## config.mk

```make
export PLATFORM = sky130hd
export DESIGN_NAME = length_prefixed_frame_deframer
export DESIGN_NICKNAME = d
export VERILOG_FILES = /design/src/design/lpfd_pkg.sv /design/src/design/lpfd_front.sv /design/src/design/lpfd_queue.sv /design/src/design/lpfd_back.sv /design/src/design/length_prefixed_frame_deframer.sv
export VERILOG_INCLUDE_DIRS = /design/src /design/src/design
export SDC_FILE = /design/constraint.sdc
export NUM_CORES = 1
export LEC_CHECK = 0
export CAP_MARGIN = 20
export CORE_UTILIZATION = 60
export CTS_BUF_LIST = sky130_fd_sc_hd__clkbuf_4 sky130_fd_sc_hd__clkbuf_8
export DETAILED_ROUTE_END_ITERATION = 8
export DONT_BUFFER_PORTS = 1
export PLACE_DENSITY_LB_ADDON = 0.12
export SKIP_LAST_GASP = 1
export SYNTH_ARGS = -nofsm -noshare
export SYNTH_HDL_FRONTEND = slang
export SYNTH_SLANG_ARGS = --single-unit
```

## constraint.sdc

```tcl
create_clock -name clk -period 4 [get_ports clk]
set_clock_uncertainty 0.1 [all_clocks]
set_input_delay 1.2 -clock clk [delete_from_list [all_inputs] [get_ports clk]]
set_output_delay 1.2 -clock clk [all_outputs]
set_load 0.1 [all_outputs]
```

## src/design/length_prefixed_frame_deframer_macros.svh

```systemverilog
// ---------------------------------------------------------------------------
// length_prefixed_frame_deframer_macros
// assertion macros shared by the deframer modules; empty under synthesis
// ---------------------------------------------------------------------------
`ifndef LENGTH_PREFIXED_FRAME_DEFRAMER_MACROS_SVH
`define LENGTH_PREFIXED_FRAME_DEFRAMER_MACROS_SVH

`ifndef SYNTHESIS

// same-cycle implication, checked outside reset
`define LPFD_ASSERT_IMP(lbl, clk, rstn, ante, cons) \
  lbl: assert property (@(posedge clk) disable iff (!(rstn)) (ante) |-> (cons)) \
    else $error("lpfd assertion failed");

// next-cycle implication, checked outside reset
`define LPFD_ASSERT_NXT(lbl, clk, rstn, ante, cons) \
  lbl: assert property (@(posedge clk) disable iff (!(rstn)) (ante) |=> (cons)) \
    else $error("lpfd assertion failed");

`else

`define LPFD_ASSERT_IMP(lbl, clk, rstn, ante, cons)
`define LPFD_ASSERT_NXT(lbl, clk, rstn, ante, cons)

`endif

`endif

```

## src/design/lpfd_pkg.sv

```systemverilog
// ---------------------------------------------------------------------------
// lpfd_pkg
// types and constants shared by the length-prefixed frame deframer
// ---------------------------------------------------------------------------
package lpfd_pkg;

  // header layout
  localparam int HEADER_BYTES = 5;
  localparam int HDR_CNT_W    = $clog2(HEADER_BYTES);
  localparam int BYTE_W       = 8;
  localparam int LEN_W        = 32;
  localparam int OPC_W        = 6;
  localparam int FLAG_BIT     = 7;
  localparam int RSV_BIT      = 6;

  // configuration reset value
  localparam logic [OPC_W-1:0] MAX_OPC_RESET = 6'h3F;

  // result queue
  localparam int QUEUE_DEPTH = 4;
  localparam int QPTR_W      = $clog2(QUEUE_DEPTH);
  localparam int QCNT_W      = $clog2(QUEUE_DEPTH + 1);

  // parser phase
  typedef enum logic {
    PH_HEADER,
    PH_PAYLOAD
  } phase_t;

  // one result item
  typedef struct packed {
    logic [BYTE_W-1:0] payload_byte;
    logic              has_byte;
    logic [OPC_W-1:0]  frame_opcode;
    logic              frame_error;
    logic              end_of_frame;
  } result_t;

  // front to queue
  typedef struct packed {
    logic    valid;
    result_t data;
  } q_push_t;

  // queue head to back
  typedef struct packed {
    logic    valid;
    result_t data;
  } q_head_t;

endpackage

```

## src/design/lpfd_front.sv

```systemverilog
// ---------------------------------------------------------------------------
// lpfd_front
// byte parser: collects the header, checks it, counts the payload down and
// classifies each byte into a result or nothing
// ---------------------------------------------------------------------------
`include "length_prefixed_frame_deframer_macros.svh"

module lpfd_front (
  input  logic                            clk,
  input  logic                            rst_n,
  input  logic                            cfg_wr_en,
  input  logic [lpfd_pkg::OPC_W-1:0]      cfg_wr_data,
  input  logic                            in_valid,
  output logic                            in_ready,
  input  logic [lpfd_pkg::BYTE_W-1:0]     in_data_byte,
  input  logic                            q_full,
  output lpfd_pkg::q_push_t               push
);
  import lpfd_pkg::*;

  phase_t               phase_r, phase_nxt;
  logic [HDR_CNT_W-1:0] hdr_cnt_r, hdr_cnt_nxt;
  logic [BYTE_W-1:0]    hdr_first_r, hdr_first_nxt;
  logic [LEN_W-1:0]     bytes_left_r, bytes_left_nxt;
  logic                 good_r, good_nxt;
  logic [OPC_W-1:0]     max_opc_r;

  logic                 fire;
  logic                 hdr_last;
  logic                 hdr_ok;
  logic [OPC_W-1:0]     opc;
  logic [LEN_W-1:0]     len_shift;
  logic [LEN_W-1:0]     left_dec;
  logic                 len_zero;
  logic                 dec_zero;

  // handshake: room in the queue for any result
  assign in_ready = !q_full;
  assign fire     = in_valid && in_ready;

  // header check and length arithmetic
  assign opc       = hdr_first_r[OPC_W-1:0];
  assign hdr_last  = (hdr_cnt_r == HDR_CNT_W'(HEADER_BYTES - 1));
  assign hdr_ok    = hdr_first_r[FLAG_BIT] && !hdr_first_r[RSV_BIT] &&
                     (opc != '0) && (opc <= max_opc_r);
  assign len_shift = {bytes_left_r[LEN_W-BYTE_W-1:0], in_data_byte};
  assign len_zero  = (len_shift == '0);
  assign left_dec  = bytes_left_r - LEN_W'(1);
  assign dec_zero  = (left_dec == '0);

  // next phase
  always_comb begin
    phase_nxt = phase_r;
    case (phase_r)
      PH_HEADER: begin
        if (fire && hdr_last && !len_zero) phase_nxt = PH_PAYLOAD;
      end
      PH_PAYLOAD: begin
        if (fire && dec_zero) phase_nxt = PH_HEADER;
      end
      default: phase_nxt = PH_HEADER;
    endcase
  end

  // header and counter updates
  always_comb begin
    hdr_cnt_nxt    = hdr_cnt_r;
    hdr_first_nxt  = hdr_first_r;
    bytes_left_nxt = bytes_left_r;
    good_nxt       = good_r;
    if (fire) begin
      case (phase_r)
        PH_HEADER: begin
          if (hdr_cnt_r == '0) begin
            hdr_first_nxt  = in_data_byte;
            bytes_left_nxt = '0;
            hdr_cnt_nxt    = HDR_CNT_W'(1);
          end else if (hdr_last) begin
            bytes_left_nxt = len_shift;
            hdr_cnt_nxt    = '0;
            good_nxt       = hdr_ok;
          end else begin
            bytes_left_nxt = len_shift;
            hdr_cnt_nxt    = hdr_cnt_r + HDR_CNT_W'(1);
          end
        end
        PH_PAYLOAD: begin
          bytes_left_nxt = left_dec;
        end
        default: hdr_cnt_nxt = '0;
      endcase
    end
  end

  // result classification
  always_comb begin
    push.valid             = 1'b0;
    push.data.payload_byte = '0;
    push.data.has_byte     = 1'b0;
    push.data.frame_opcode = opc;
    push.data.frame_error  = 1'b0;
    push.data.end_of_frame = 1'b0;
    if (fire) begin
      case (phase_r)
        PH_HEADER: begin
          // empty frame closes on its last header byte
          if (hdr_last && len_zero) begin
            push.valid             = 1'b1;
            push.data.frame_error  = !hdr_ok;
            push.data.end_of_frame = 1'b1;
          end
        end
        PH_PAYLOAD: begin
          if (good_r) begin
            push.valid             = 1'b1;
            push.data.payload_byte = in_data_byte;
            push.data.has_byte     = 1'b1;
            push.data.end_of_frame = dec_zero;
          end else if (dec_zero) begin
            push.valid             = 1'b1;
            push.data.frame_error  = 1'b1;
            push.data.end_of_frame = 1'b1;
          end
        end
        default: push.valid = 1'b0;
      endcase
    end
  end

  // state registers
  always_ff @(posedge clk) begin
    if (!rst_n) begin
      phase_r      <= PH_HEADER;
      hdr_cnt_r    <= '0;
      hdr_first_r  <= '0;
      bytes_left_r <= '0;
      good_r       <= 1'b0;
    end else begin
      phase_r      <= phase_nxt;
      hdr_cnt_r    <= hdr_cnt_nxt;
      hdr_first_r  <= hdr_first_nxt;
      bytes_left_r <= bytes_left_nxt;
      good_r       <= good_nxt;
    end
  end

  // configuration register
  always_ff @(posedge clk) begin
    if (!rst_n) begin
      max_opc_r <= MAX_OPC_RESET;
    end else if (cfg_wr_en) begin
      max_opc_r <= cfg_wr_data;
    end
  end

  `LPFD_ASSERT_IMP(a_payload_len_nonzero, clk, rst_n, phase_r == PH_PAYLOAD, bytes_left_r != '0)
  `LPFD_ASSERT_IMP(a_hdr_cnt_in_range, clk, rst_n, phase_r == PH_PAYLOAD, hdr_cnt_r == '0)

endmodule

```

## src/design/lpfd_queue.sv

```systemverilog
// ---------------------------------------------------------------------------
// lpfd_queue
// short result queue between parser and output stage
// ---------------------------------------------------------------------------
`include "length_prefixed_frame_deframer_macros.svh"

module lpfd_queue (
  input  logic              clk,
  input  logic              rst_n,
  input  lpfd_pkg::q_push_t push,
  output logic              full,
  output lpfd_pkg::q_head_t head,
  input  logic              pop
);
  import lpfd_pkg::*;

  result_t           mem_r [QUEUE_DEPTH];
  logic [QPTR_W-1:0] wr_ptr_r, rd_ptr_r;
  logic [QCNT_W-1:0] cnt_r, cnt_nxt;
  logic              do_push;
  logic              do_pop;

  assign full       = (cnt_r == QCNT_W'(QUEUE_DEPTH));
  assign head.valid = (cnt_r != '0);
  assign head.data  = mem_r[rd_ptr_r];
  assign do_push    = push.valid && !full;
  assign do_pop     = pop && head.valid;

  // occupancy
  always_comb begin
    cnt_nxt = cnt_r;
    if (do_push && !do_pop) cnt_nxt = cnt_r + QCNT_W'(1);
    else if (do_pop && !do_push) cnt_nxt = cnt_r - QCNT_W'(1);
  end

  // pointers and count
  always_ff @(posedge clk) begin
    if (!rst_n) begin
      wr_ptr_r <= '0;
      rd_ptr_r <= '0;
      cnt_r    <= '0;
    end else begin
      cnt_r <= cnt_nxt;
      if (do_push) wr_ptr_r <= wr_ptr_r + QPTR_W'(1);
      if (do_pop)  rd_ptr_r <= rd_ptr_r + QPTR_W'(1);
    end
  end

  // storage
  always_ff @(posedge clk) begin
    if (do_push) mem_r[wr_ptr_r] <= push.data;
  end

  `LPFD_ASSERT_IMP(a_q_no_overflow, clk, rst_n, push.valid, !full)
  `LPFD_ASSERT_IMP(a_q_no_underflow, clk, rst_n, pop, head.valid)

endmodule

```

## src/design/lpfd_back.sv

```systemverilog
// ---------------------------------------------------------------------------
// lpfd_back
// output stage: takes results from the queue head into the output register
// ---------------------------------------------------------------------------
`include "length_prefixed_frame_deframer_macros.svh"

module lpfd_back (
  input  logic                        clk,
  input  logic                        rst_n,
  input  lpfd_pkg::q_head_t           head,
  output logic                        pop,
  output logic                        out_valid,
  input  logic                        out_ready,
  output logic [lpfd_pkg::BYTE_W-1:0] out_payload_byte,
  output logic                        out_has_byte,
  output logic [lpfd_pkg::OPC_W-1:0]  out_frame_opcode,
  output logic                        out_frame_error,
  output logic                        out_end_of_frame
);
  import lpfd_pkg::*;

  logic    out_valid_r, out_valid_nxt;
  result_t out_data_r;

  // load when the register is empty or being drained
  assign pop = head.valid && (!out_valid_r || out_ready);

  always_comb begin
    out_valid_nxt = out_valid_r;
    if (pop) out_valid_nxt = 1'b1;
    else if (out_ready) out_valid_nxt = 1'b0;
  end

  always_ff @(posedge clk) begin
    if (!rst_n) begin
      out_valid_r <= 1'b0;
    end else begin
      out_valid_r <= out_valid_nxt;
    end
  end

  always_ff @(posedge clk) begin
    if (pop) out_data_r <= head.data;
  end

  // port fan-out
  assign out_valid        = out_valid_r;
  assign out_payload_byte = out_data_r.payload_byte;
  assign out_has_byte     = out_data_r.has_byte;
  assign out_frame_opcode = out_data_r.frame_opcode;
  assign out_frame_error  = out_data_r.frame_error;
  assign out_end_of_frame = out_data_r.end_of_frame;

  `LPFD_ASSERT_NXT(a_back_load_shows, clk, rst_n, pop, out_valid_r)

endmodule

```

## src/design/length_prefixed_frame_deframer.sv

```systemverilog
// ---------------------------------------------------------------------------
// length_prefixed_frame_deframer
// splits a byte stream into length-prefixed frames and emits payload bytes
// ---------------------------------------------------------------------------
// The block gives at most one result per stream byte; a result passes through
// the result queue and the output register to the out_ channel. Input is
// accepted whenever the four-entry result queue has room, so the rate is one
// byte per cycle for as long as the output side takes results; under output
// backpressure the queue fills and in_ready drops. Header bytes and rejected
// payload bytes give no result, save the last byte of an empty frame's header
// and of a rejected frame, which end the frame. cfg_wr_data sets the largest
// accepted opcode (reset 63) and takes effect at the next header check.

module length_prefixed_frame_deframer (
  input  logic                        clk,
  input  logic                        rst_n,
  input  logic                        cfg_wr_en,
  input  logic [lpfd_pkg::OPC_W-1:0]  cfg_wr_data,
  input  logic                        in_valid,
  output logic                        in_ready,
  input  logic [lpfd_pkg::BYTE_W-1:0] in_data_byte,
  output logic                        out_valid,
  input  logic                        out_ready,
  output logic [lpfd_pkg::BYTE_W-1:0] out_payload_byte,
  output logic                        out_has_byte,
  output logic [lpfd_pkg::OPC_W-1:0]  out_frame_opcode,
  output logic                        out_frame_error,
  output logic                        out_end_of_frame
);
  import lpfd_pkg::*;

  q_push_t push;
  q_head_t head;
  logic    q_full;
  logic    pop;

  // parser
  lpfd_front u_front (
    .clk          (clk),
    .rst_n        (rst_n),
    .cfg_wr_en    (cfg_wr_en),
    .cfg_wr_data  (cfg_wr_data),
    .in_valid     (in_valid),
    .in_ready     (in_ready),
    .in_data_byte (in_data_byte),
    .q_full       (q_full),
    .push         (push)
  );

  // result queue
  lpfd_queue u_queue (
    .clk   (clk),
    .rst_n (rst_n),
    .push  (push),
    .full  (q_full),
    .head  (head),
    .pop   (pop)
  );

  // output stage
  lpfd_back u_back (
    .clk              (clk),
    .rst_n            (rst_n),
    .head             (head),
    .pop              (pop),
    .out_valid        (out_valid),
    .out_ready        (out_ready),
    .out_payload_byte (out_payload_byte),
    .out_has_byte     (out_has_byte),
    .out_frame_opcode (out_frame_opcode),
    .out_frame_error  (out_frame_error),
    .out_end_of_frame (out_end_of_frame)
  );

endmodule
```

; ---- Yosys cells after proc, flatten, opt, wreduce, memory -nomap -nowiden
; Memory sizes are Yosys's and may differ from the RTL's. A register that Yosys moved wholly into a read port is not among the register bits.
; Index checks and enable logic that the tools add are counted.
; Widths: inputs -> output; s select.
[totals]
out_inout_bits = 19
n_memories = 1
wordCells = 79
ramBits = 68
reg_bits = 59
input_bits = 19
[memory_table]
columns = memory, depth, width, rd, rd_clocked_by_memory_dff, wr, line
row1 = u_queue.mem_r, 4, 17, 1, 1, 1, lpfd_queue.sv:17  ; result_t mem_r [QUEUE_DEPTH];
[classes]
n_addsub = 6
bitwise = 2
reduce_logical = 31
magnitude_cmp = 1
eq_ne = 2
mux = 26
[op_table]
columns = cell, count
row1 = $logic_not 32->1, 2
row2 = $pmux 32 s2, 1
row3 = $mux 32, 1
row4 = $sub 32x1->32 const B, 1
row5 = $mux 9, 2
row6 = $logic_and 1x1->1, 13
row7 = $mux 3, 4
row8 = $mux 1, 11
row9 = $mux 10, 1
row10 = $logic_not 1->1, 7
row11 = $add 3x1->3 const B, 2
row12 = $eq 3x3->1 const B, 2
row13 = $le 6x6->1, 1
row14 = $mux 2, 3
row15 = $reduce_bool 6->1, 1
row16 = $add 2x1->2 const B, 2
row17 = $pmux 1 s2, 2
row18 = $pmux 2 s2, 1
row19 = $reduce_and 4->1, 1
row20 = $reduce_bool 2->1, 2
row21 = $logic_not 3->1, 1
row22 = $reduce_and 3->1, 1
row23 = $reduce_bool 3->1, 1
row24 = $sub 3x1->3 const B, 1
row25 = 3 further kinds, 4

; ---- Logic depth before layout (Yosys ltp)
[logic_depth]
word_depth = 11
ltp_mapped = 17
depth_no_buf = 15

; ---- By module
; Synthesis repeated with hierarchy kept, for this count alone.
[hier_totals]
cells_unflattened = 628
area_unflattened_um2 = 7125.6
[modules_own_cells]
columns = module, n_inst, seq_area_each_um2, area_per_inst_um2, cells_each
row1 = lpfd_front, 1, 1021.0, 3599.7, 470
row2 = lpfd_queue, 1, 2222.1, 2967.8, 137
row3 = lpfd_back, 1, 530.5, 558.0, 21

; ---- Worst setup path after synthesis
; OpenSTA, ideal clock, no wires.
[synth_path]
path_kind = register to register
startpoint = reg u_front.bytes_left_r[0]
endpoint = reg u_queue.cnt_r[2]
path_slack_ps = -109
period_less_slack_ps = 4109
setup_time_ps = 76
required_time_ps = 3824
path_stages_with_launch = 17
path_buffers = 1
arrival_ps = 3934
path_cell_list = dfxtp_1 -> inv_1 -> ha_1 -> clkbuf_1 -> nor2b_1 -> nand3_1 -> or4_4 -> xnor2_2 -> a2111oi_2 -> nand4_2 -> a31oi_4 -> ha_1 -> inv_1 -> fa_1 -> xor2_1 -> or3_1 -> a21boi_0
[synth_between]
elab_chain_cells = 10
word_cells_on_any_way = 15
cone_classes = add/sub: 1 / mux: 6 / reduce/logical: 8
[synth_lines]
columns = element, line
row1 = start: declaration, lpfd_front.sv:24  ; logic [LEN_W-1:0] bytes_left_r, bytes_left_nxt;
row2 = start signal: assignment, lpfd_front.sv:142  ; bytes_left_r <= bytes_left_nxt;
row3 = $sub 32x1->32, lpfd_front.sv:48  ; assign left_dec = bytes_left_r - LEN_W'(1);
row4 = $logic_not 32->1, lpfd_front.sv:49  ; assign dec_zero = (left_dec == '0);
row5 = $mux 1, lpfd_front.sv:119  ; end else if (dec_zero) begin
row6 = $mux 1, lpfd_front.sv:114  ; if (good_r) begin
row7 = $pmux 1 s2 (*), lpfd_front.sv:104  ; case (phase_r)
row8 = $mux 10 (*), lpfd_front.sv:103  ; if (fire) begin
row9 = $logic_and 1x1->1 (*), lpfd_queue.sv:26  ; assign do_push = push.valid && !full;
row10 = net u_queue.do_push, lpfd_queue.sv:20  ; logic do_push;
row11 = $logic_not 1->1, lpfd_queue.sv:33  ; else if (do_pop && !do_push) cnt_nxt = cnt_r - QCNT_W'(1);
row12 = $logic_and 1x1->1, lpfd_queue.sv:33
row13 = $reduce_bool 2->1 (no line), -
row14 = end signal: assignment, lpfd_queue.sv:43  ; cnt_r <= cnt_nxt;
row15 = end: declaration, lpfd_queue.sv:19  ; logic [QCNT_W-1:0] cnt_r, cnt_nxt;
; Mark *: on every way through the listed nets, which the timed path passes. The rest lies on a longest branch.
; A chain may end at the register's enable or synchronous reset.

; ---- Worst setup path after layout
[layout_path]
startpoint = reg u_front.bytes_left_r[9]
endpoint = reg u_queue.cnt_r[2]
; The elaborated chain is that of the path after synthesis.

==> results.toml <==
[placed_design]
hpwl_um = 10400
place_congestion = 0.937
io_buffers = 0

[cts]
cts-htree-levels = 4
path_clk_slew_ns = 0.09
numCtsBuffers = 17
clock_latency_ns = 0.45
max-clock-path-buffers = 2
cts_tree = "done"
cts_sinks = 144
root_buffer = "clkbuf_8"
cts-hold-fix-buffers = 0

[sta]
setup_viol = 0
worst_pin_slew_ns = 0.910
post-route-period-util_pct = 94.9
fin_tns_setup_ns = 0
max_slew_margin_pct = 39.4
rsz0062_at_grt = "false"
final_hold_viol_count = 0
period_needed_ns = 3.80
drv_slew = 0
max_freq_mhz = 263

[critical_path]
path_class = "register to register"
required_ns = 4.28
end_kind = "register"
regToRegStartpoint = "u_front.bytes_left_r[9]"
crit_path_start = "u_front.bytes_left_r[9]"
startpoint_type = "register"
critPathArrivalTime_ns = 4.08
worstPathMaxFanout = 8

[global_routing]
first_global_vias = 4610
grtUsageTotal_pct = 28.1
antenna_found_initial = 0
grt_start_max_net_pins = 62
overflow = 0
grt_pass1_wl_um = 24400

[logic_synthesis]
synth_seq_cells = 144
synth-async-reset-ratio_pct = 0
synth.avg_cell_area_sq_um = 11.7
mappedNetlistArea_sq_um = 6850
synth_cell_type_count = 65
synth_nets = 623
yosys_warnings = 0
synth_ff_type = "edfxtp_1"
synth_edf_count = 85
synth_top_area_share_pct = 37.3
synth_cells = 587
ys_seq_area_share_pct = 54.5
synth_top_cell_by_area = "edfxtp_1"
yosys-top-cells-area = "edfxtp_1 (37%), dfxtp_1 (17%), mux4_2 (5.6%)"

[die]
dieArea_sq_um = 11800
die_h_um = 109
boundaryPins = 38
start_util_pct = 62.4
rows = 38
die_x_um = 109
core-area_sq_um = 11000

[detailed_routing]
num_vias = 4693
ant_nets = 0
dr.pass1.iters = 5
drc_errors = 0
post_drt_wl_per_cell_um = 20.0
vias_per_cell = 6.17
drt_iter0_markers = 294
routed_wl_um = 15300

[final_layout]
seqCellArea_sq_um = 3740
fillers = 782
multiInputGateArea_sq_um = 2920
n_antenna_cell = 0
fin_util_pct = 69.2
num-nets-final = 644
drive_gt1_share_pct = 17.9
areaGrowthSynthToFinish_pct = 11.0

[power_and_ir_drop]
p_leak_nw = 2.69
switchingPower_mw = 2.10
p_seq_share_pct = 51.6
cellPowerDensity_nw_per_um2 = 649
clock_power_share_pct = 23.2
p_int_mw = 2.83
swShare_pct = 42.6
comb_power_share_pct = 25.2
ir_drop_mv = 0.410

[status]
outcome = "finished, final reports clean"

[hold_path]
hold_class = "register to register"
hold_start = "u_front.max_opc_r[1]"

[job]
drv_cap = 0
-- cell usage after synthesis, drive strengths merged (16+ instances only) --
cell    number
mux4        17
and2        30
nand2       47
inv         26
ha          16
o21ai       23
dfxtp       59
a21oi       23
clkbuf      28
nor2        37
nor2b       19
edfxtp      85
-- power by group through the flow --
stage | Sequential, mW | Combinational (mW) | Clock [mW]
floorplan | 2.56 | 0.877 | 0
global placement | 2.57 | 1.20 | 0
detailed placement | 2.58 | 1.21 | 0
CTS | 2.55 | 1.22 | 1.17
global route | 2.58 | 1.36 | 1.23
finish | 2.55 | 1.24 | 1.14
-- kinds of logic (layout without fill, tap and decap cells) --
group	count (synthesis)	after routing	synth area share, %
adder cells (fa/ha/maj)	17	17	3.22
XOR/XNOR	23	23	3.05
flip-flops	144	144	54.5
multiplexers	28	28	7.20
AO/OA/AOI/OAI	107	107	10.7
AND/OR/NAND/NOR	207	207	17.8
buffers and inverters	61	95	3.54
-- flip-flops by register name, summed over array words and instances (netlist names) --
signal and flops:
u_back.out_end_of_frame 1, u_back.out_frame_error 1, u_back.out_frame_opcode 6, u_back.out_has_byte 1
u_back.out_payload_byte 8, u_back.out_valid 1, u_front.bytes_left_r 32, u_front.good_r 1
u_front.hdr_cnt_r 3, u_front.hdr_first_r 8, u_front.max_opc_r 6, u_front.phase_r 1
u_queue.cnt_r 3, u_queue.mem_r 68, u_queue.rd_ptr_r 2, u_queue.wr_ptr_r 2
-- path summary, 6_finish.rpt --
kind                                        endpoint  slack (ns)  cells after the start
worst max-delay path                u_queue.cnt_r[2]        0.20                     14
worst max register to register      u_queue.cnt_r[2]        0.20                     14
worst min register to register  u_front.max_opc_r[1]        0.39                      2
worst min-delay path            u_front.max_opc_r[1]        0.39                      2
-- per-stage QoR --
| stage | instance area (sq um) | cells | hold slack [ns] | total power [mW] | setup slack [ns] |
|---|---|---|---|---|---|
| 6_report | 7600 | 761 | 0.393 | 4.93 | 0.203 |
| 5_1_grt | 7600 | 761 | 0.424 | 5.17 | 0.0126 |
| 4_1_cts | 7540 | 758 | 0.399 | 4.93 | 0.0739 |
| 3_5_place_dp | 7140 | 726 | 0.384 | 3.79 | 0.0959 |
| 3_3_place_gp | 7140 | 726 | 0.373 | 3.77 | 0.224 |
| 2_1_floorplan | 6860 | 587 | 0.346 | 3.44 | 0.109 |
-- worst max-delay path, cell delays in order (launching register included) --
cell       delay (ns)
dfxtp_1          0.35
or4_4            0.57
nand4b_4         0.19
buf_4            0.20
nor2_8           0.17
nand3_4          0.09
a2111oi_4        0.36
nand4_2          0.18
a31oi_4          0.23
ha_2             0.21
inv_1            0.05
fa_1             0.37
xor2_1           0.18
or3_1            0.32
a21boi_0         0.17
-- cell type report --
| cell class | instances | share of cell area [%] |
|---|---|---|
| Clock buffer | 17 | 3.08 |
| Clock inverter | 15 | 2.19 |
| Inverter | 27 | 1.33 |
| Multi-Input combinational cell | 382 | 38.4 |
| Sequential cell | 144 | 49.1 |
| Tap cell | 140 | 2.30 |
| Timing Repair Buffer | 36 | 3.55 |
-- cells in the final DEF, fill, tap and decap left out, drive strengths merged, types with 3 or more instances in the layout --
cell       n
dfxtp     59
nor3      14
mux4      17
a22oi      6
edfxtp    85
nor4      11
nand2     47
a21oi     23
or4        3
a221oi    10
a32oi      8
clkinvlp   3
inv       35
nor3b     10
o31a       4
or3        3
nand3b     4
buf       36
xor2       9
clkbuf    17
nor2      37
o211ai     6
o21a       4
nor2b     19
nand3     10
a31oi      3
ha        16
nand4      5
xnor2     14
and2      30
mux2i     11
nand4b     3
o22ai      8
o21ai     23
a21boi     5
clkinv     3
-- timing repair --
| item | in CTS | in global routing |
|---|---|---|
| setup endpoints to repair | 0 | 1 |
| buffers inserted | 0 | 3 |
| resized for setup | 0 | 10 |
-- metal layers --
layer	share of wire [%]	wire length, um	track usage [%]	vias to the layer above
met3	5.1	785	5.80	35
met4	2.8	422	12.3	0
li1	-	-	-	2219
met2	51	7790	48.5	155
met1	41	6250	34.0	2284
met5	0	0	0	-
Power figures use the tool's default switching activity.
